$ cat src/rtl/grt_pkg.sv
`timescale 1ns / 1ps
`default_nettype none
// ----------------------------------------------------------------------------
// grt_pkg
// Shared types, constants and helper functions for the glyph text renderer.
// ----------------------------------------------------------------------------
package grt_pkg;

   // Field and datapath widths
   localparam int GSIZE_BITS     = 7;
   localparam int ROW_BITS       = 6;
   localparam int COORD_BITS     = 16;
   localparam int ADDR_BITS      = 32;
   localparam int CHAR_BITS      = 8;
   localparam int IDX_BITS       = 7;
   localparam int DIV_BITS       = 16;
   localparam int DIV_CNT_BITS   = 5;
   localparam int LINE_PROD_BITS = IDX_BITS + COORD_BITS;
   localparam int GLYPH_OFF_BITS = LINE_PROD_BITS + GSIZE_BITS;
   localparam int COL_OFF_BITS   = IDX_BITS + GSIZE_BITS;
   localparam int MAX_GLYPH_SIZE = 64;

   // Register file port
   localparam int CSR_ADDR_BITS = 5;
   localparam int CSR_DATA_BITS = 32;
   localparam int REG_IDX_BITS  = 3;

   localparam logic [REG_IDX_BITS-1:0] REG_GLYPH_SIZE       = 3'd0;
   localparam logic [REG_IDX_BITS-1:0] REG_FONT_SHEET_WIDTH = 3'd1;
   localparam logic [REG_IDX_BITS-1:0] REG_SCREEN_WIDTH     = 3'd2;
   localparam logic [REG_IDX_BITS-1:0] REG_FONT_BASE        = 3'd3;
   localparam logic [REG_IDX_BITS-1:0] REG_ORIGIN_X         = 3'd4;
   localparam logic [REG_IDX_BITS-1:0] REG_ORIGIN_Y         = 3'd5;

   // Reset values
   localparam logic [GSIZE_BITS-1:0] RST_GLYPH_SIZE       = 7'd16;
   localparam logic [COORD_BITS-1:0] RST_FONT_SHEET_WIDTH = 16'd256;
   localparam logic [COORD_BITS-1:0] RST_SCREEN_WIDTH     = 16'd1024;
   localparam logic [ADDR_BITS-1:0]  RST_FONT_BASE        = 32'd0;
   localparam logic [COORD_BITS-1:0] RST_ORIGIN_X         = 16'd16;
   localparam logic [COORD_BITS-1:0] RST_ORIGIN_Y         = 16'd16;

   // Character codes
   localparam logic [CHAR_BITS-1:0] CHAR_NEWLINE     = 8'd10;
   localparam logic [CHAR_BITS-1:0] CHAR_FIRST_PRINT = 8'd32;
   localparam logic [CHAR_BITS-1:0] CHAR_LAST_PRINT  = 8'd126;
   localparam logic [IDX_BITS-1:0]  GLYPH_FALLBACK   = 7'd95;

   typedef struct packed {
      logic [GSIZE_BITS-1:0] glyph_size;
      logic [COORD_BITS-1:0] font_sheet_width;
      logic [COORD_BITS-1:0] screen_width;
      logic [ADDR_BITS-1:0]  font_base;
      logic [COORD_BITS-1:0] origin_x;
      logic [COORD_BITS-1:0] origin_y;
   } cfg_type;

   typedef struct packed {
      logic load_char;
      logic newline;
      logic div_sheet;
      logic div_glyph;
      logic mul_line;
      logic mul_glyph;
      logic sum_addr;
      logic emit_row;
      logic advance;
   } dp_cmd_type;

   typedef struct packed {
      logic is_newline;
      logic div_done;
      logic row_last;
      logic slot_free;
   } dp_status_type;

   // Clamp the glyph size into 1..MAX_GLYPH_SIZE
   function automatic logic [GSIZE_BITS-1:0] eff_size(input logic [GSIZE_BITS-1:0] size);
      logic [GSIZE_BITS-1:0] g;
      g = size;
      if (g == '0) begin
         g = GSIZE_BITS'(1);
      end
      if (g > GSIZE_BITS'(MAX_GLYPH_SIZE)) begin
         g = GSIZE_BITS'(MAX_GLYPH_SIZE);
      end
      return g;
   endfunction

   // Map a character byte to its glyph slot
   function automatic logic [IDX_BITS-1:0] glyph_index(input logic [CHAR_BITS-1:0] ch);
      logic [CHAR_BITS-1:0] diff;
      diff = ch - CHAR_FIRST_PRINT;
      if (ch >= CHAR_FIRST_PRINT && ch <= CHAR_LAST_PRINT) begin
         return diff[IDX_BITS-1:0];
      end
      return GLYPH_FALLBACK;
   endfunction

endpackage : grt_pkg
`default_nettype wire

$ cat src/rtl/grt_regs.sv
`timescale 1ns / 1ps
`default_nettype none
// ----------------------------------------------------------------------------
// grt_regs
// Configuration register file behind the APB-style port.
// ----------------------------------------------------------------------------
module grt_regs import grt_pkg::*; (
   input  wire logic                     clock,
   input  wire logic                     reset,
   input  wire logic                     psel,
   input  wire logic                     penable,
   input  wire logic                     pwrite,
   input  wire logic [CSR_ADDR_BITS-1:0] paddr,
   input  wire logic [CSR_DATA_BITS-1:0] pwdata,
   output logic      [CSR_DATA_BITS-1:0] prdata,
   output logic                          pready,
   output cfg_type                       cfg
);

   cfg_type                 cfg_ff;
   cfg_type                 cfg_in;
   logic                    wr_en;
   logic [REG_IDX_BITS-1:0] reg_idx;

   assign pready  = 1'b1;
   assign wr_en   = psel & penable & pwrite;
   assign reg_idx = paddr[CSR_ADDR_BITS-1:2];

   // Decode the write transaction
   always_comb begin
      cfg_in = cfg_ff;
      if (wr_en) begin
         unique case (reg_idx)
            REG_GLYPH_SIZE:       cfg_in.glyph_size       = pwdata[GSIZE_BITS-1:0];
            REG_FONT_SHEET_WIDTH: cfg_in.font_sheet_width = pwdata[COORD_BITS-1:0];
            REG_SCREEN_WIDTH:     cfg_in.screen_width     = pwdata[COORD_BITS-1:0];
            REG_FONT_BASE:        cfg_in.font_base        = pwdata[ADDR_BITS-1:0];
            REG_ORIGIN_X:         cfg_in.origin_x         = pwdata[COORD_BITS-1:0];
            REG_ORIGIN_Y:         cfg_in.origin_y         = pwdata[COORD_BITS-1:0];
            default: ;
         endcase
      end
   end

   always_ff @(posedge clock) begin
      if (reset) begin
         cfg_ff.glyph_size       <= RST_GLYPH_SIZE;
         cfg_ff.font_sheet_width <= RST_FONT_SHEET_WIDTH;
         cfg_ff.screen_width     <= RST_SCREEN_WIDTH;
         cfg_ff.font_base        <= RST_FONT_BASE;
         cfg_ff.origin_x         <= RST_ORIGIN_X;
         cfg_ff.origin_y         <= RST_ORIGIN_Y;
      end else begin
         cfg_ff <= cfg_in;
      end
   end

   // Return the addressed register on a read
   always_comb begin
      unique case (reg_idx)
         REG_GLYPH_SIZE:       prdata = CSR_DATA_BITS'(cfg_ff.glyph_size);
         REG_FONT_SHEET_WIDTH: prdata = CSR_DATA_BITS'(cfg_ff.font_sheet_width);
         REG_SCREEN_WIDTH:     prdata = CSR_DATA_BITS'(cfg_ff.screen_width);
         REG_FONT_BASE:        prdata = CSR_DATA_BITS'(cfg_ff.font_base);
         REG_ORIGIN_X:         prdata = CSR_DATA_BITS'(cfg_ff.origin_x);
         REG_ORIGIN_Y:         prdata = CSR_DATA_BITS'(cfg_ff.origin_y);
         default:              prdata = '0;
      endcase
   end

   assign cfg = cfg_ff;

endmodule : grt_regs
`default_nettype wire

$ cat src/rtl/grt_divider.sv
`timescale 1ns / 1ps
`default_nettype none
// ----------------------------------------------------------------------------
// grt_divider
// Restoring divider, one quotient bit per cycle, run for a chosen step count.
// ----------------------------------------------------------------------------
module grt_divider import grt_pkg::*; (
   input  wire logic                    clock,
   input  wire logic                    reset,
   input  wire logic                    start,
   input  wire logic [DIV_BITS-1:0]     dividend,
   input  wire logic [DIV_BITS-1:0]     divisor,
   input  wire logic [DIV_CNT_BITS-1:0] steps,
   output logic      [DIV_BITS-1:0]     quotient,
   output logic      [DIV_BITS-1:0]     remainder,
   output logic                         done
);

   logic                    busy_ff, busy_in;
   logic                    done_ff, done_in;
   logic [DIV_CNT_BITS-1:0] count_ff, count_in;
   logic [DIV_BITS-1:0]     quo_ff, quo_in;
   logic [DIV_BITS-1:0]     rem_ff, rem_in;
   logic [DIV_BITS-1:0]     div_ff, div_in;
   logic [DIV_BITS:0]       rem_shift;
   logic [DIV_BITS:0]       rem_diff;
   logic                    fits;

   // One restoring step: shift in the next dividend bit, subtract if it fits
   assign rem_shift = {rem_ff, quo_ff[DIV_BITS-1]};
   assign fits      = rem_shift >= {1'b0, div_ff};
   assign rem_diff  = rem_shift - {1'b0, div_ff};

   always_comb begin
      busy_in  = busy_ff;
      done_in  = 1'b0;
      count_in = count_ff;
      quo_in   = quo_ff;
      rem_in   = rem_ff;
      div_in   = div_ff;
      if (start) begin
         busy_in  = 1'b1;
         count_in = steps;
         quo_in   = dividend;
         rem_in   = '0;
         div_in   = divisor;
      end else if (busy_ff) begin
         quo_in   = {quo_ff[DIV_BITS-2:0], fits};
         rem_in   = fits ? rem_diff[DIV_BITS-1:0] : rem_shift[DIV_BITS-1:0];
         count_in = count_ff - DIV_CNT_BITS'(1);
         if (count_ff == DIV_CNT_BITS'(1)) begin
            busy_in = 1'b0;
            done_in = 1'b1;
         end
      end
   end

   always_ff @(posedge clock) begin
      if (reset) begin
         busy_ff  <= 1'b0;
         done_ff  <= 1'b0;
         count_ff <= '0;
      end else begin
         busy_ff  <= busy_in;
         done_ff  <= done_in;
         count_ff <= count_in;
      end
   end

   always_ff @(posedge clock) begin
      quo_ff <= quo_in;
      rem_ff <= rem_in;
      div_ff <= div_in;
   end

   assign quotient  = quo_ff;
   assign remainder = rem_ff;
   assign done      = done_ff;

endmodule : grt_divider
`default_nettype wire

$ cat src/rtl/grt_datapath.sv
`timescale 1ns / 1ps
`default_nettype none
// ----------------------------------------------------------------------------
// grt_datapath
// Glyph placement arithmetic, text cursor, row span generator and the
// output register of the result channel.
// ----------------------------------------------------------------------------
module grt_datapath import grt_pkg::*; (
   input  wire logic                  clock,
   input  wire logic                  reset,
   input  cfg_type                    cfg,
   input  dp_cmd_type                 cmd,
   input  wire logic [CHAR_BITS-1:0]  req_char_code,
   input  wire logic                  rsp_stall,
   output dp_status_type              status,
   output logic                       rsp_valid,
   output logic      [ADDR_BITS-1:0]  rsp_font_addr,
   output logic      [COORD_BITS-1:0] rsp_screen_x,
   output logic      [COORD_BITS-1:0] rsp_screen_y,
   output logic      [GSIZE_BITS-1:0] rsp_span_len,
   output logic                       rsp_last_row
);

   logic [GSIZE_BITS-1:0]     g;
   logic [GSIZE_BITS-1:0]     g_minus_one;

   logic [IDX_BITS-1:0]       idx_ff, idx_in;
   logic [LINE_PROD_BITS-1:0] line_prod_ff, line_prod_in;
   logic [IDX_BITS-1:0]       col_ff, col_in;
   logic [GLYPH_OFF_BITS-1:0] glyph_off_ff, glyph_off_in;
   logic [COL_OFF_BITS-1:0]   col_off_ff, col_off_in;
   logic [ADDR_BITS-1:0]      addr_ff, addr_in;
   logic [COORD_BITS-1:0]     ycur_ff, ycur_in;
   logic [ROW_BITS-1:0]       row_ff, row_in;
   logic [COORD_BITS-1:0]     cursor_x_ff, cursor_x_in;
   logic [COORD_BITS-1:0]     cursor_y_ff, cursor_y_in;

   logic                      rsp_valid_ff, rsp_valid_in;
   logic [ADDR_BITS-1:0]      rsp_font_addr_ff, rsp_font_addr_in;
   logic [COORD_BITS-1:0]     rsp_screen_x_ff, rsp_screen_x_in;
   logic [COORD_BITS-1:0]     rsp_screen_y_ff, rsp_screen_y_in;
   logic [GSIZE_BITS-1:0]     rsp_span_len_ff, rsp_span_len_in;
   logic                      rsp_last_row_ff, rsp_last_row_in;

   logic                      div_start;
   logic [DIV_BITS-1:0]       div_dividend;
   logic [DIV_BITS-1:0]       div_divisor;
   logic [DIV_CNT_BITS-1:0]   div_steps;
   logic [DIV_BITS-1:0]       div_quotient;
   logic [DIV_BITS-1:0]       div_remainder;
   logic                      div_done;
   logic [DIV_BITS-1:0]       per_line;

   logic [COORD_BITS-1:0]     next_x;
   logic [COORD_BITS:0]       wrap_sum;
   logic                      wrap;
   logic                      row_last;

   assign g           = eff_size(cfg.glyph_size);
   assign g_minus_one = g - GSIZE_BITS'(1);
   assign row_last    = row_ff == g_minus_one[ROW_BITS-1:0];

   // Shared divider: first glyphs per sheet line, then line and column
   assign per_line     = (div_quotient == '0) ? DIV_BITS'(1) : div_quotient;
   assign div_start    = cmd.div_sheet | cmd.div_glyph;
   assign div_dividend = cmd.div_glyph ? {idx_ff, (DIV_BITS-IDX_BITS)'(0)}
                                       : cfg.font_sheet_width;
   assign div_divisor  = cmd.div_glyph ? per_line : DIV_BITS'(g);
   assign div_steps    = cmd.div_glyph ? DIV_CNT_BITS'(IDX_BITS) : DIV_CNT_BITS'(DIV_BITS);

   grt_divider u_divider (
      .clock     (clock),
      .reset     (reset),
      .start     (div_start),
      .dividend  (div_dividend),
      .divisor   (div_divisor),
      .steps     (div_steps),
      .quotient  (div_quotient),
      .remainder (div_remainder),
      .done      (div_done)
   );

   // Cursor advance and wrap test, sum taken one bit wider
   assign next_x   = cursor_x_ff + COORD_BITS'(g);
   assign wrap_sum = {1'b0, next_x} + (COORD_BITS+1)'(g);
   assign wrap     = wrap_sum > {1'b0, cfg.screen_width};

   always_comb begin
      idx_in       = idx_ff;
      line_prod_in = line_prod_ff;
      col_in       = col_ff;
      glyph_off_in = glyph_off_ff;
      col_off_in   = col_off_ff;
      addr_in      = addr_ff;
      ycur_in      = ycur_ff;
      row_in       = row_ff;
      cursor_x_in  = cursor_x_ff;
      cursor_y_in  = cursor_y_ff;

      if (cmd.load_char) begin
         idx_in = glyph_index(req_char_code);
      end
      // Sheet line times sheet width, then times glyph size
      if (cmd.mul_line) begin
         line_prod_in = LINE_PROD_BITS'(div_quotient[IDX_BITS-1:0])
                      * LINE_PROD_BITS'(cfg.font_sheet_width);
         col_in       = div_remainder[IDX_BITS-1:0];
      end
      if (cmd.mul_glyph) begin
         glyph_off_in = GLYPH_OFF_BITS'(line_prod_ff) * GLYPH_OFF_BITS'(g);
         col_off_in   = COL_OFF_BITS'(col_ff) * COL_OFF_BITS'(g);
      end
      // Glyph start address and first row
      if (cmd.sum_addr) begin
         addr_in = cfg.font_base + ADDR_BITS'(glyph_off_ff) + ADDR_BITS'(col_off_ff);
         ycur_in = cursor_y_ff;
         row_in  = '0;
      end
      // Step to the next glyph row
      if (cmd.emit_row) begin
         addr_in = addr_ff + ADDR_BITS'(cfg.font_sheet_width);
         ycur_in = ycur_ff + COORD_BITS'(1);
         row_in  = row_ff + ROW_BITS'(1);
      end
      if (cmd.newline) begin
         cursor_x_in = cfg.origin_x;
         cursor_y_in = cursor_y_ff + COORD_BITS'(g);
      end
      if (cmd.advance) begin
         if (wrap) begin
            cursor_x_in = cfg.origin_x;
            cursor_y_in = cursor_y_ff + COORD_BITS'(g);
         end else begin
            cursor_x_in = next_x;
         end
      end
   end

   // Output register: load a span, hold it while stalled
   always_comb begin
      rsp_valid_in     = rsp_valid_ff & rsp_stall;
      rsp_font_addr_in = rsp_font_addr_ff;
      rsp_screen_x_in  = rsp_screen_x_ff;
      rsp_screen_y_in  = rsp_screen_y_ff;
      rsp_span_len_in  = rsp_span_len_ff;
      rsp_last_row_in  = rsp_last_row_ff;
      if (cmd.emit_row) begin
         rsp_valid_in     = 1'b1;
         rsp_font_addr_in = addr_ff;
         rsp_screen_x_in  = cursor_x_ff;
         rsp_screen_y_in  = ycur_ff;
         rsp_span_len_in  = g;
         rsp_last_row_in  = row_last;
      end
   end

   always_ff @(posedge clock) begin
      if (reset) begin
         cursor_x_ff  <= RST_ORIGIN_X;
         cursor_y_ff  <= RST_ORIGIN_Y;
         rsp_valid_ff <= 1'b0;
      end else begin
         cursor_x_ff  <= cursor_x_in;
         cursor_y_ff  <= cursor_y_in;
         rsp_valid_ff <= rsp_valid_in;
      end
   end

   always_ff @(posedge clock) begin
      idx_ff           <= idx_in;
      line_prod_ff     <= line_prod_in;
      col_ff           <= col_in;
      glyph_off_ff     <= glyph_off_in;
      col_off_ff       <= col_off_in;
      addr_ff          <= addr_in;
      ycur_ff          <= ycur_in;
      row_ff           <= row_in;
      rsp_font_addr_ff <= rsp_font_addr_in;
      rsp_screen_x_ff  <= rsp_screen_x_in;
      rsp_screen_y_ff  <= rsp_screen_y_in;
      rsp_span_len_ff  <= rsp_span_len_in;
      rsp_last_row_ff  <= rsp_last_row_in;
   end

   assign status.is_newline = req_char_code == CHAR_NEWLINE;
   assign status.div_done   = div_done;
   assign status.row_last   = row_last;
   assign status.slot_free  = ~rsp_valid_ff | ~rsp_stall;

   assign rsp_valid     = rsp_valid_ff;
   assign rsp_font_addr = rsp_font_addr_ff;
   assign rsp_screen_x  = rsp_screen_x_ff;
   assign rsp_screen_y  = rsp_screen_y_ff;
   assign rsp_span_len  = rsp_span_len_ff;
   assign rsp_last_row  = rsp_last_row_ff;

endmodule : grt_datapath
`default_nettype wire

$ cat src/rtl/grt_controller.sv
`timescale 1ns / 1ps
`default_nettype none
// ----------------------------------------------------------------------------
// grt_controller
// Sequencer for one character: divide, multiply, sum, emit rows, advance.
// ----------------------------------------------------------------------------
module grt_controller import grt_pkg::*; (
   input  wire logic     clock,
   input  wire logic     reset,
   input  wire logic     req_valid,
   output logic          req_stall,
   input  dp_status_type status,
   output dp_cmd_type    cmd
);

   localparam logic [2:0] S_IDLE      = 3'd0;
   localparam logic [2:0] S_DIV_SHEET = 3'd1;
   localparam logic [2:0] S_DIV_GLYPH = 3'd2;
   localparam logic [2:0] S_MUL_GLYPH = 3'd3;
   localparam logic [2:0] S_SUM       = 3'd4;
   localparam logic [2:0] S_EMIT      = 3'd5;
   localparam logic [2:0] S_ADVANCE   = 3'd6;

   logic [2:0] state_ff, state_in;
   logic       accept;

   assign req_stall = state_ff != S_IDLE;
   assign accept    = req_valid & ~req_stall;

   always_comb begin
      state_in = state_ff;
      cmd      = '0;
      unique case (state_ff)
         // Take a transaction; a newline only moves the cursor
         S_IDLE: begin
            if (accept) begin
               if (status.is_newline) begin
                  cmd.newline = 1'b1;
               end else begin
                  cmd.load_char = 1'b1;
                  cmd.div_sheet = 1'b1;
                  state_in      = S_DIV_SHEET;
               end
            end
         end
         S_DIV_SHEET: begin
            if (status.div_done) begin
               cmd.div_glyph = 1'b1;
               state_in      = S_DIV_GLYPH;
            end
         end
         S_DIV_GLYPH: begin
            if (status.div_done) begin
               cmd.mul_line = 1'b1;
               state_in     = S_MUL_GLYPH;
            end
         end
         S_MUL_GLYPH: begin
            cmd.mul_glyph = 1'b1;
            state_in      = S_SUM;
         end
         S_SUM: begin
            cmd.sum_addr = 1'b1;
            state_in     = S_EMIT;
         end
         // Hand one row to the output register whenever it can take it
         S_EMIT: begin
            if (status.slot_free) begin
               cmd.emit_row = 1'b1;
               if (status.row_last) begin
                  state_in = S_ADVANCE;
               end
            end
         end
         S_ADVANCE: begin
            cmd.advance = 1'b1;
            state_in    = S_IDLE;
         end
         default: begin
            state_in = S_IDLE;
         end
      endcase
   end

   always_ff @(posedge clock) begin
      if (reset) begin
         state_ff <= S_IDLE;
      end else begin
         state_ff <= state_in;
      end
   end

endmodule : grt_controller
`default_nettype wire

$ cat src/rtl/glyph_text_renderer.sv
`timescale 1ns / 1ps
`default_nettype none
// ----------------------------------------------------------------------------
// glyph_text_renderer
// Bitmap font character generator with a text cursor: one character in,
// one font-sheet span per glyph row out.
// ----------------------------------------------------------------------------
//  Channel   Direction  Handshake             Payload
//  req_*     in         req_valid/req_stall   char_code
//  rsp_*     out        rsp_valid/rsp_stall   font_addr, screen_x/y, span_len, last_row
//  APB       in/out     psel/penable/pready   six registers at 4*index
//
//  A newline only moves the cursor. Any other character passes through the
//  glyphs-per-line division and the line/column division in the shared
//  one-bit-per-cycle divider, then multiply and sum, one span per glyph row
//  and the cursor advance.
//  Reset is synchronous; it sets the cursor to 16,16 and the registers to
//  their reset values.
//  A stalled result holds in the output register while the next character
//  can already be accepted; row emission waits for the register to free.
// ----------------------------------------------------------------------------
module glyph_text_renderer import grt_pkg::*; (
   input  wire logic                     clock,
   input  wire logic                     reset,
   input  wire logic                     req_valid,
   output logic                          req_stall,
   input  wire logic [CHAR_BITS-1:0]     req_char_code,
   output logic                          rsp_valid,
   input  wire logic                     rsp_stall,
   output logic      [ADDR_BITS-1:0]     rsp_font_addr,
   output logic      [COORD_BITS-1:0]    rsp_screen_x,
   output logic      [COORD_BITS-1:0]    rsp_screen_y,
   output logic      [GSIZE_BITS-1:0]    rsp_span_len,
   output logic                          rsp_last_row,
   input  wire logic                     psel,
   input  wire logic                     penable,
   input  wire logic                     pwrite,
   input  wire logic [CSR_ADDR_BITS-1:0] paddr,
   input  wire logic [CSR_DATA_BITS-1:0] pwdata,
   output logic      [CSR_DATA_BITS-1:0] prdata,
   output logic                          pready
);

   cfg_type       cfg;
   dp_cmd_type    cmd;
   dp_status_type status;

   grt_regs u_regs (
      .clock   (clock),
      .reset   (reset),
      .psel    (psel),
      .penable (penable),
      .pwrite  (pwrite),
      .paddr   (paddr),
      .pwdata  (pwdata),
      .prdata  (prdata),
      .pready  (pready),
      .cfg     (cfg)
   );

   grt_controller u_controller (
      .clock     (clock),
      .reset     (reset),
      .req_valid (req_valid),
      .req_stall (req_stall),
      .status    (status),
      .cmd       (cmd)
   );

   grt_datapath u_datapath (
      .clock         (clock),
      .reset         (reset),
      .cfg           (cfg),
      .cmd           (cmd),
      .req_char_code (req_char_code),
      .rsp_stall     (rsp_stall),
      .status        (status),
      .rsp_valid     (rsp_valid),
      .rsp_font_addr (rsp_font_addr),
      .rsp_screen_x  (rsp_screen_x),
      .rsp_screen_y  (rsp_screen_y),
      .rsp_span_len  (rsp_span_len),
      .rsp_last_row  (rsp_last_row)
   );

endmodule : glyph_text_renderer
`default_nettype wire

$ cat config.mk
export PLATFORM = sky130hd
export DESIGN_NAME = glyph_text_renderer
export DESIGN_NICKNAME = d
export VERILOG_FILES = /design/src/rtl/grt_pkg.sv /design/src/rtl/grt_regs.sv /design/src/rtl/grt_divider.sv /design/src/rtl/grt_datapath.sv /design/src/rtl/grt_controller.sv /design/src/rtl/glyph_text_renderer.sv
export SDC_FILE = /design/constraint.sdc
export NUM_CORES = 2
export LEC_CHECK = 0
export ABC_AREA = 1
export BUFFER_PORTS_ARGS = -buffer_cell sky130_fd_sc_hd__buf_2
export CORE_MARGIN = 4
export CORE_UTILIZATION = 50
export CTS_CLUSTER_DIAMETER = 200
export CTS_CLUSTER_SIZE = 28
export DETAILED_ROUTE_END_ITERATION = 8
export PLACE_DENSITY = 0.67
export SYNTH_ARGS = -nofsm -noshare
export SYNTH_HDL_FRONTEND = slang
export SYNTH_SLANG_ARGS = --single-unit
$ cat constraint.sdc
create_clock -name clock -period 7.2 [get_ports clock]
set_clock_uncertainty 0.2 [all_clocks]
set_input_delay 0.72 -clock clock [delete_from_list [all_inputs] [get_ports clock]]
set_output_delay 0.72 -clock clock [all_outputs]
set_load 0.02 [all_outputs]
==> flow_summary.json <==
{
  "die_w_um": 256,
  "nets": 4298,
  "vias": 24900,
  "worst-path-max-fanout": 38,
  "synth_area_leaders": "edfxtp_1, fa_1, dfxtp_1",
  "core_mm2": 0.0607,
  "finalSetupTns_ns": 0,
  "placementRows": 90,
  "fin_ws_ns": 0.737,
  "netlist.area_leader.share_pct": 23.3,
  "syn_inst": 3699,
  "tightestPinTransition_ns": 1.17,
  "cts-root-buf": "clkbuf_16",
  "dieArea_mm2": 0.0658,
  "synthFlopType": "edfxtp_1",
  "place.gp.congestion": 0.930,
  "path_buf_inv": 6,
  "synth_cell_type_count": 57,
  "numPortBuffers": 155,
  "design_power_total_mw": 5.75,
  "end_kind": "flip-flop",
  "overflow": 0,
  "hold_viol": 0,
  "fin_crit_sh_pct": 89.8,
  "seq_power_share_pct": 52.0,
  "hold_path.class": "in2reg",
  "p_clk_share_pct": 21.7,
  "antenna_found_initial": 1,
  "timing.fmax_mhz": 155,
  "rsz0062_at_grt": "no",
  "final_cells": 4580,
  "power.density_mw_per_mm2": 175,
  "clk_pin_slew_worst_paths_ns": 0.12,
  "leakage_nw": 15.6,
  "synth_compound_area_share_pct": 12.5,
  "ys_seq_elements": 401,
  "netlist_top_cells_count": "nand2_1, inv_1, nor2_1, a21oi_1, o21ai_0",
  "ys_warn_count": 0,
  "setup_violations": 0,
  "diodes": 0,
  "cts.sinks": 401,
  "p_switching_mw": 2.03,
  "min_from": "pwdata[7]",
  "dp_hpwl_um": 61000,
  "clk_latency_ns": 0.59,
  "finalWirelength_um": 79600,
  "internal-power_mw": 3.72,
  "grt_pass1_wl_um": 128000,
  "required_ns": 7.46,
  "synth.most_common_cell": "nand2_1",
  "first_global_vias": 23700,
  "holdBufCountCts": 0,
  "max_cap_violations": 0,
  "switching_share_pct": 35.3,
  "drt-initial-drc-count": 2038,
  "start_kind": "flip-flop",
  "synth_mux_area_share_pct": 0.0365,
  "ys_seq_area_share_pct": 33.8,
  "finalMaxSlewViolations": 0,
  "period_minus_slack_ns": 6.46,
  "relSlewSlack_pct": 21.4,
  "r2r_start": "u_regs.cfg[102]",
  "h-tree-depth": 1,
  "crit_path_frequent_cell": "nand2_1",
  "critPathMaxStageDelay_ns": 0.55,
  "peakVddDrop_uv": 142,
  "synthesis.nets": 4210,
  "comb_power_share_pct": 26.2,
  "place_inst": 4549,
  "cts_tree": "built",
  "synth_xor_area_share_pct": 3.74,
  "synth_top_family_by_area": "adder cells",
  "drive_above_1_share_pct": 6.77,
  "drt.antenna.violating_nets": 0,
  "crit_start": "u_regs.cfg[102]",
  "grt_max_degree": 101,
  "crit_family": "simple AND/OR/NAND/NOR gates",
  "synth_area_mm2": 0.0309,
  "crit_arrival_ns": 6.72,
  "synthAdderAreaFrac_pct": 23.9,
  "critPathSlowestCell": "ha_1",
  "initial_core_util_pct": 50.8,
  "vias_per_cell": 5.44,
  "syn_to_final_growth_pct": 6.72,
  "place_ws_ns": 0.813,
  "num_io_pins": 159,
  "cts_setup_buffers": 0,
  "synth_simple_gate_area_share_pct": 17.8,
  "track_usage_pct": 23.8,
  "yosys.area.top_type": "edfxtp_1",
  "cts_buffer_depth": 3,
  "synthArstFlopShare_pct": 0,
  "dr.pass1.iters": 5,
  "crit_type": "reg2reg",
  "fp.dieH_um": 256,
  "cts_resized": 0,
  "status": "completed",
  "cts_buffers": 18,
  "syn_area_per_cell_um2": 8.34,
  "synth_edf_count": 239,
  "drc": 0,
  "wl_per_cell_um": 17.4
}
==> path summary, 6_finish.rpt <==
kind	endpoint	slack, ns	depth (start not counted)
max	u_datapath.cursor_x_ff[10]	0.74	36
min	u_regs.cfg[7]	0.23	3
max reg2reg	u_datapath.cursor_x_ff[10]	0.74	36
min reg2reg	u_datapath.u_divider.remainder[15]	0.27	2
==> power by group through the flow <==
stage                     sequential (mW)  clock, mW  combinational [mW]
final                                2.99       1.25                1.51
after global routing                 3.01       1.35                1.72
after CTS                            2.98       1.28                1.51
after detailed placement             3.03          0                1.49
after global placement               3.03          0                1.47
after floorplan                      2.85          0                1.23
==> metal layers <==
layer / vias up / part of all wire (%) / GRT usage (%)
met5: - / 0 / 0
met4: 0 / 2.8 / 6.12
met3: 90 / 6.2 / 2.16
met2: 743 / 45 / 39.1
met1: 11800 / 46 / 34.2
li1: 12300 / - / -
==> cell families (layout without fill, tap and decap cells) <==
kind of cell,count (synthesis),count (layout)
and+or+nand+nor,1339,1339
adders and majority gates,459,459
buffers and inverters,666,765
xor gates and xnor gates,131,131
DFF,401,401
AOI/OAI and AO/OA,701,701
muxes,1,1
other,1,1
==> final cells by class <==
class	count	area (µm²)
fillers	5648	27800
multi-input cells	2632	17900
flip-flops and latches	401	10400
inverters	546	2050
repair buffers	188	1020
well taps	782	978
clock buffers	29	492
clock inverters	2	36.3
==> placed cells by master, fill, tap and decap left out, types with 31 or more instances in the layout <==
cell      synthesis  layout
buf_2            14     155
dfxtp_1         162     162
fa_1            217     217
nor2_1          375     373
nand3_1         127     127
nor3_1           33      31
a21oi_1         286     286
nand2_1         731     731
inv_1           534     532
xnor2_1          44      44
edfxtp_1        239     239
ha_1            242     242
o21ai_0         266     266
buf_4             5      33
xor2_1           86      86
==> state kept, by name, summed over array words and instances (netlist names), 14 cells and up <==
name,count
u_regs.cfg,103
u_datapath.addr_ff,32
u_datapath.rsp_font_addr,32
u_datapath.glyph_off_ff,30
u_datapath.line_prod_ff,23
u_datapath.cursor_x_ff,16
u_datapath.cursor_y_ff,16
u_datapath.rsp_screen_x,16
u_datapath.rsp_screen_y,16
u_datapath.u_divider.div_ff,16
u_datapath.u_divider.quotient,16
u_datapath.u_divider.remainder,16
u_datapath.ycur_ff,16
u_datapath.col_off_ff,14
==> through the flow <==
stage	hold slack [ns]	area [µm²]	util [%]
after floorplan	0.227	30900	-
after global placement	0.239	32400	53.4
after detailed placement	0.246	32400	53.4
after CTS	0.206	32900	54.3
after global routing	0.216	32900	54.3
final	0.231	32900	54.3
==> tightest hold or removal path, cell delays in order <==
cell	delay, ns
buf_2	0.12
nor2_1	0.05
nor2_1	0.08
Power figures use the tool's default switching activity.
